`src/dprq_pkg.sv`:
```
package dprq_pkg;
  localparam logic [2:0] CMD_ENQ    = 3'd0;
  localparam logic [2:0] CMD_TAKE   = 3'd1;
  localparam logic [2:0] CMD_RETRY  = 3'd2;
  localparam logic [2:0] CMD_CANCEL = 3'd3;
  localparam logic [2:0] CMD_CLEAR  = 3'd4;

  localparam logic [3:0] ST_REJECTED  = 4'd0;
  localparam logic [3:0] ST_QUEUED    = 4'd1;
  localparam logic [3:0] ST_ALREADY   = 4'd2;
  localparam logic [3:0] ST_REPLACED  = 4'd3;
  localparam logic [3:0] ST_FULL      = 4'd4;
  localparam logic [3:0] ST_EMPTY     = 4'd5;
  localparam logic [3:0] ST_WAITING   = 4'd6;
  localparam logic [3:0] ST_READY     = 4'd7;
  localparam logic [3:0] ST_RFAILED   = 4'd8;
  localparam logic [3:0] ST_RCANCEL   = 4'd9;
  localparam logic [3:0] ST_RSCHED    = 4'd10;
  localparam logic [3:0] ST_CANCELLED = 4'd11;
  localparam logic [3:0] ST_CLEARED   = 4'd12;

  localparam logic [7:0] ATTEMPT_LIMIT_RESET = 8'd3;

  typedef struct packed {
    logic [2:0]  cmd;
    logic [31:0] day_key;
    logic [3:0]  artifact_kind;
    logic [31:0] span_start;
    logic [31:0] span_end;
    logic [7:0]  key_revision;
    logic        urgent;
    logic [31:0] generation;
    logic [31:0] ticket_number;
    logic [7:0]  prior_attempts;
    logic [31:0] now_ms;
    logic [31:0] backoff_ms;
  } req_t;

  typedef struct packed {
    logic [3:0]  status;
    logic [31:0] out_ticket;
    logic [31:0] out_generation;
    logic [31:0] out_day;
    logic [3:0]  out_kind;
    logic [31:0] out_start;
    logic [31:0] out_end;
    logic [7:0]  out_revision;
    logic        out_urgent;
    logic [7:0]  out_attempts;
    logic [31:0] out_ready_at;
    logic [4:0]  removed_count;
  } rsp_t;

  typedef struct packed {
    logic [31:0] day;
    logic [3:0]  kind;
    logic [31:0] start;
    logic [31:0] stop;
    logic [7:0]  revision;
    logic [31:0] ticket;
    logic [31:0] generation;
    logic        urgent;
    logic [7:0]  attempts;
    logic [31:0] ready_at;
  } entry_t;

  // Per-cell control.
  typedef struct packed {
    logic shift;      // take the neighbour's entry
    logic load;       // take the shared load entry
  } cell_ctl_t;
endpackage

```
`src/dprq_cell.sv`:
```
module dprq_cell
  import dprq_pkg::*;
(
  input  logic      clk,
  input  cell_ctl_t ctl,
  input  entry_t    from_next,
  input  entry_t    load_data,
  output entry_t    held
);
  entry_t data;

  always_ff @(posedge clk) begin
    if (ctl.shift) begin
      data <= from_next;
    end else if (ctl.load) begin
      data <= load_data;
    end
  end

  assign held = data;
endmodule

```
`config.mk`:
```
export PLATFORM = sky130hd
export DESIGN_NAME = dprq_cell
export DESIGN_NICKNAME = d
export VERILOG_FILES = /design/src/dprq_pkg.sv /design/src/dprq_cell.sv
export SDC_FILE = /design/constraint.sdc
export NUM_CORES = 1
export LEC_CHECK = 0
export BUFFER_PORTS_ARGS = -buffer_cell sky130_fd_sc_hd__buf_2
export CAP_MARGIN = 20
export CORE_AREA = 2 2 250 252
export CTS_CLUSTER_SIZE = 12
export DETAILED_ROUTE_END_ITERATION = 16
export DIE_AREA = 0 0 252 254
export HOLD_SLACK_MARGIN = 0.12
export SYNTH_ARGS = -nofsm -noshare
export SYNTH_HDL_FRONTEND = slang
export SYNTH_SLANG_ARGS = --single-unit
export TNS_END_PERCENT = 100
```
`constraint.sdc`:
```
create_clock -name clk -period 8.2 [get_ports clk]
set_clock_uncertainty 0.05 [all_clocks]
set_input_delay 0.82 -clock clk [delete_from_list [all_inputs] [get_ports clk]]
set_output_delay 0.82 -clock clk [all_outputs]
set_load 0.005 [all_outputs]
```
Word level (Yosys, flattened, before mapping)
Index checks and enable logic that the tools add are counted.
Widths: inputs -> output; s select.
Operators by class
  muxes and demuxes: 2
  reduce and logical (&&, ||, !) cells: 1
Operators by type and width (number)
  $mux 213: 2
  $reduce_bool 2->1: 1
Word-level totals
  register bits: 213
  input port bits: 429
  output and inout bits: 213

Logic depth before layout (Yosys ltp)
Gate-level depths: netlist (run 1).
  depth in word-level cells: 2
  gate-level depth with buffers: 4

Least setup slack after synthesis (run 1)
OpenSTA, ideal clock, no wires.
  kind: input-to-reg
  from: input port ctl[1] in the netlist's numbering
  to: register data (netlist bit held[0]), enable pin
  setup time: 485 ps
  data arrival time: 3826 ps
  path slack: 3839 ps
  cell stages on the path: 4
  cells stage by stage: buf_6 -> buf_6 -> buf_6 -> or2_2
Between the ends
  longest elaborated chain between the ends: 1
RTL lines
  start, declared: RTL line dprq_cell.sv:5  | input cell_ctl_t ctl,
  $reduce_bool 2->1 (no source line)
  end signal, assigned: RTL line dprq_cell.sv:14  | data <= from_next;
  end signal, assigned: RTL line dprq_cell.sv:16  | data <= load_data;
  end, declared: RTL line dprq_cell.sv:10  | entry_t data;
Every way passes these cells.
A chain may end at the register's enable or synchronous reset.

Worst setup path after layout (run 1)
  from: input port ctl[1] in the netlist's numbering
  to: register data (netlist bit held[146]), enable pin
Same word-level chain as after synthesis.

==> results of run 1 <==
==> final cells by class <==
cell class | count | area (µm²)
clock inverter | 12 | 58.8
antenna | 1 | 2.50
sequential | 213 | 6400
tap | 790 | 988
timing repair buffer | 645 | 3270
multi-input combinational | 214 | 3000
fill | 6504 | 46800
clock buffer | 32 | 694
==> layout by cell type, fill, tap and decap left out, types with 2 or more instances in the layout <==
cell,Yosys,layout
clkinv_2,0,5
buf_2,5,640
clkbuf_1,0,5
edfxtp_1,213,213
mux2_2,54,54
buf_12,0,2
clkbuf_16,0,27
clkinv_1,0,5
mux2_4,159,159
buf_4,0,2
clkinvlp_4,0,2
==> routing by layer <==
layer  up-vias  GRT usage  share of wire
met4         2     0.0252          0.025
met3        62     0.0336           0.11
met2       435      0.183           0.52
met1      3124      0.102           0.35
li1       3081          -              -
met5         -          0        0.00038
==> report_power, final <==
| part | switching (mW) | leakage (nW) | internal, mW |
|---|---|---|---|
| logic | 0.186 | 4.07 | 0.260 |
| registers | 0.0356 | 2.17 | 1.34 |
| clock network | 0.439 | 0.366 | 0.593 |
==> per-stage QoR <==
stage	power [mW]	worst slack [ns]	util	cells	hold WS (ns)
after floorplan	1.58	3.84	-	451	0.987
after global placement	1.85	5.16	0.223	1862	1.07
after detailed placement	1.85	5.03	0.223	1862	1.07
after CTS	2.91	5.64	0.235	1906	0.482
after global routing	2.98	5.52	0.235	1906	0.496
final	2.85	5.62	0.235	1907	0.530
==> cells by family (layout without fill, tap and decap cells) <==
group,count (synthesis),after routing,synth area share
DFF,213,213,0.664
other,0,1,0
buffers and inverters,24,689,0.0248
muxes,213,213,0.311
and+or+nand+nor,1,1,0.000650
==> worst paths after layout <==
check / start / end / slack (ns) / cells past startpoint
setup / recovery: ctl[1] / held[146]$_DFFE_PP_ / 5.62 / 3
hold / removal: from_next[209] / held[209]$_DFFE_PP_ / 0.53 / 2
==> summary.md, run 1 <==
| Metric | Value |
|---|---|
| Final Setup Violations | `0` |
| # DRC | `0` |
| # Post-CTS Setup Buffers | `0` |
| Setup_tns | `0 ns` |
| Critical path cell sequence | `buf_8 > or2_4 > buf_4` |
| Status | `finished, final reports clean` |
| CTS Hold Bufs | `0` |
| Crit path buf inv count | `2` |
| MaxCap Viol Count | `0` |
| GP Congestion | `approximately 0.77` |
| Max reg flops | `around 210` |
| Slowest CP cell | `buf_4` |
| Die area | `64000 µm²` |
| Num ports | `642` |
| Synth area leaders | `edfxtp_1, mux2_4, mux2_2, buf_6, buf_2` |
| Layout cells sized above 1 | `0.800` |
| Area grow syn2layout | `49.6%` |
| Vias in the first global route | `6968` |
| CTS tree | `yes` |
| Largest net degree at the start of global routing | `115` |
| Syn Nets | `880` |
| Final period util | `0.314` |
| Slew Limit Fails | `0` |
| Starting DRC count in detailed routing | `290` |
| Die H | `roughly 250 µm` |
| Peak VDD IR | `126 µV` |
| CTS max path bufs | `3` |
| Asr flop ratio synth | `0` |
| Top post-synthesis cells by count | `edfxtp_1, mux2_4, mux2_2` |
| Num rows | `91` |
| Leakage dissipation | `6.61 nW` |
| #FFs+latches synth | `213` |
| Final Hold Viols | `0` |
| Min-Delay Path Class | `in2reg` |
| Final ANT Viol Nets | `0` |
| Startpoint types | `input pin` |
| Starting Density | `0.157` |
| Crit-path max FO | `72` |
| Crit-path max cell delay | `between 0.7 and 0.8 ns` |
| DRT Wirelength | `34.0 mm` |
| Final #Nets | `1529` |
| CTS clk-pin slew, worst paths | `0.06 ns` |
| Warnings from Yosys | `0` |
| Final min period | `2.58 ns` |
| Total core area | `61300 µm²` |
| Finished Cell Area | `14400 µm²` |
| Power Density | `198 nW/µm²` |
| Initial antenna violation count | `17` |
| Top cell type's share of synthesized area | `0.664` |
| Router iterations before antenna repair | `4` |
| Peak Freq | `0.388 GHz` |
| H-tree Lvls | `1` |
| First-pass GRT wire length | `45.3 mm` |
| EDFF count, synth | `213` |
| GRT Util Overall | `0.0971` |
| Register area share after synthesis | `0.664` |
| Wire per inst | `approximately 18 µm` |
| Root buffer cell | `clkbuf_16` |
| CP Class | `in2reg` |
| Rel. slew slack | `0.354` |
| Least-Margin Pin Slew | `about 0.97 ns` |
| I/O Buffers | `641` |
| WP data arrival | `2.68 ns` |
| Vias | `approximately 6.7k` |
| Clock Sinks | `213` |
| Vias per cell | `3.52` |
| Detailed placement HPWL | `between 20 and 30 mm` |
| Avg Inst Size Synth | `about 21 µm²` |
| Syn Inst Count | `around 450` |
| Crit end category | `flip-flop` |
| Top Family by Delay on Critical Path | `buffers and inverters` |
| Unrepaired setup endpoints after global routing | `no` |
| Num CTS Buffers | `26` |
| Cell taking the most area after synthesis | `edfxtp_1` |
| Yosys cell types | `6` |
| WP data required | `8.30 ns` |
| DIE WIDTH | `252 µm` |
| Top_reg_cell synth | `edfxtp_1` |
| Netlist Area Pre-Place | `9640 µm²` |
| Most common cell in the netlist | `edfxtp_1` |
| Placed Area | `13700 µm²` |
| GRT Residual Overflow | `0` |
| Post_cts resized | `0` |
Power figures use the tool's default switching activity.
==> inputs of run 2 (changes only) <==
- CORE_AREA: 2 2 250 252 -> 2 2 247 249
- DIE_AREA: 0 0 252 254 -> 0 0 249 251
- clock period: 8.2 -> 2.5 ns (I/O delays scaled with it)
==> summary.md, run 2 <==
| Metric | Value |
|---|---|
| DIE WIDTH | `249 µm (was 252 µm)` |
| Root buffer cell | `clkbuf_16 (unchanged)` |
| Register area share after synthesis | `0.664 (unchanged)` |
| Syn Inst Count | `451 (unchanged)` |
| EDFF count, synth | `213 (unchanged)` |
| Yosys cell types | `6 (unchanged)` |
| Top_reg_cell synth | `edfxtp_1 (unchanged)` |
| CTS max path bufs | `3 (unchanged)` |
| Asr flop ratio synth | `0 (unchanged)` |
| Top cell type's share of synthesized area | `0.664 (unchanged)` |
| Detailed placement HPWL | `27.4 mm (was 27.8 mm)` |
| Clock Sinks | `213 (unchanged)` |
| Starting Density | `0.161 (was 0.157)` |
| Die H | `251 µm (was 254 µm)` |
| First error | `[ERROR RSZ-0060] Max buffer count reached.` |
| Placed Area | `13900 µm² (was 13700 µm²)` |
| CTS Hold Bufs | `386 (was 0)` |
| Most common cell in the netlist | `edfxtp_1 (unchanged)` |
| Stopping stage | `4_1_cts` |
| I/O Buffers | `641 (unchanged)` |
| Worst slack, placed | `0.755 ns (was 5.03 ns)` |
| Synth area leaders | `edfxtp_1, mux2_4, mux2_2, buf_6, buf_2 (unchanged)` |
| Num ports | `642 (unchanged)` |
| Avg Inst Size Synth | `21.4 µm² (unchanged)` |
| Warnings from Yosys | `0 (unchanged)` |
| Status | `did not finish (was finished, final reports clean)` |
| #FFs+latches synth | `213 (unchanged)` |
| Num CTS Buffers | `24 (was 26)` |
| Netlist Area Pre-Place | `9640 µm² (unchanged)` |
| GP Congestion | `0.828 (was 0.766)` |
| Top post-synthesis cells by count | `edfxtp_1, mux2_4, mux2_2 (unchanged)` |
| H-tree Lvls | `1 (unchanged)` |
| # Post-CTS Setup Buffers | `0 (unchanged)` |
| Post-Place Cells | `1877 (was 1862)` |
| Post_cts resized | `0 (unchanged)` |
| Syn Nets | `880 (unchanged)` |
| Num rows | `90 (was 91)` |
| Cell taking the most area after synthesis | `edfxtp_1 (unchanged)` |
==> run 2: per-stage QoR <==
stage	setup TNS, ns	utilization
floorplan	-40.56	-
global placement	0	0.232
detailed placement	0	0.232
==> run 2: logic make-up after synthesis <==
| family | Yosys count | synth area share |
|---|---|---|
| simple gates | 1 | 0.000650 |
| buf+inv | 24 | 0.0248 |
| flops | 213 | 0.664 |
| mux | 213 | 0.311 |
==> inputs of run 3 (changes only) <==
- CTS_CLUSTER_SIZE: 12 -> unset
- HOLD_SLACK_MARGIN: 0.12 -> unset
- PLACE_DENSITY_LB_ADDON: unset -> 0.15
==> summary.md, run 3 <==
| Metric | Value |
|---|---|
| Status | `did not finish (unchanged)` |
| Stopping stage | `4_1_cts (unchanged)` |
| First error | `[ERROR RSZ-0060] Max buffer count reached. (unchanged)` |
| CTS max path bufs | `3 (unchanged)` |
| Yosys cell types | `6 (unchanged)` |
| Netlist Area Pre-Place | `9640 µm² (unchanged)` |
| Post-Synth Adder-Cell Area | `0 (unchanged)` |
| Num rows | `90 (unchanged)` |
| Avg Inst Size Synth | `21.4 µm² (unchanged)` |
| Post_cts resized | `0 (unchanged)` |
| Synth Area in Simple Gates | `0.000649 (unchanged)` |
| Cell taking the most area after synthesis | `edfxtp_1 (unchanged)` |
| Syn Nets | `880 (unchanged)` |
| Die H | `251 µm (unchanged)` |
| Detailed placement HPWL | `26.4 mm (was 27.4 mm)` |
| Top cell type's share of synthesized area | `0.664 (unchanged)` |
| Post-synthesis mux area share | `0.311 (unchanged)` |
| Register area share after synthesis | `0.664 (unchanged)` |
| Synth area leaders | `edfxtp_1, mux2_4, mux2_2, buf_6, buf_2 (unchanged)` |
| DIE WIDTH | `249 µm (unchanged)` |
| GP Congestion | `0.757 (was 0.828)` |
| #FFs+latches synth | `213 (unchanged)` |
| Largest family of logic cells by synthesized area | `multiplexers (unchanged)` |
| Root buffer cell | `clkbuf_16 (unchanged)` |
| # Post-CTS Setup Buffers | `0 (unchanged)` |
| EDFF count, synth | `213 (unchanged)` |
| Asr flop ratio synth | `0 (unchanged)` |
| Warnings from Yosys | `0 (unchanged)` |
| Most common cell in the netlist | `edfxtp_1 (unchanged)` |
| CTS Hold Bufs | `386 (unchanged)` |
| Num CTS Buffers | `28 (was 24)` |
| Starting Density | `0.161 (unchanged)` |
| Clock Sinks | `213 (unchanged)` |
| Post-synthesis compound-gate area fraction | `0 (unchanged)` |
| I/O Buffers | `641 (unchanged)` |
| Top_reg_cell synth | `edfxtp_1 (unchanged)` |
| Syn Inst Count | `451 (unchanged)` |
| Num ports | `642 (unchanged)` |
| Top post-synthesis cells by count | `edfxtp_1, mux2_4, mux2_2 (unchanged)` |
| Synth Area in XOR/XNOR | `0 (unchanged)` |
| H-tree Lvls | `1 (unchanged)` |
## run 3: cell families after synthesis
kind of cell,count (synthesis)
flip-flops,213
buffers and inverters,24
AND/OR/NAND/NOR,1
multiplexers,213
## run 3: stage by stage
stage	util	setup slack [ns]	cell area, µm²	hold WS, ns	std cells
2_1_floorplan	-	-0.190	9650	0.417	451
3_3_place_gp	0.231	0.749	13800	0.500	1868
3_5_place_dp	0.231	0.749	13800	0.503	1868
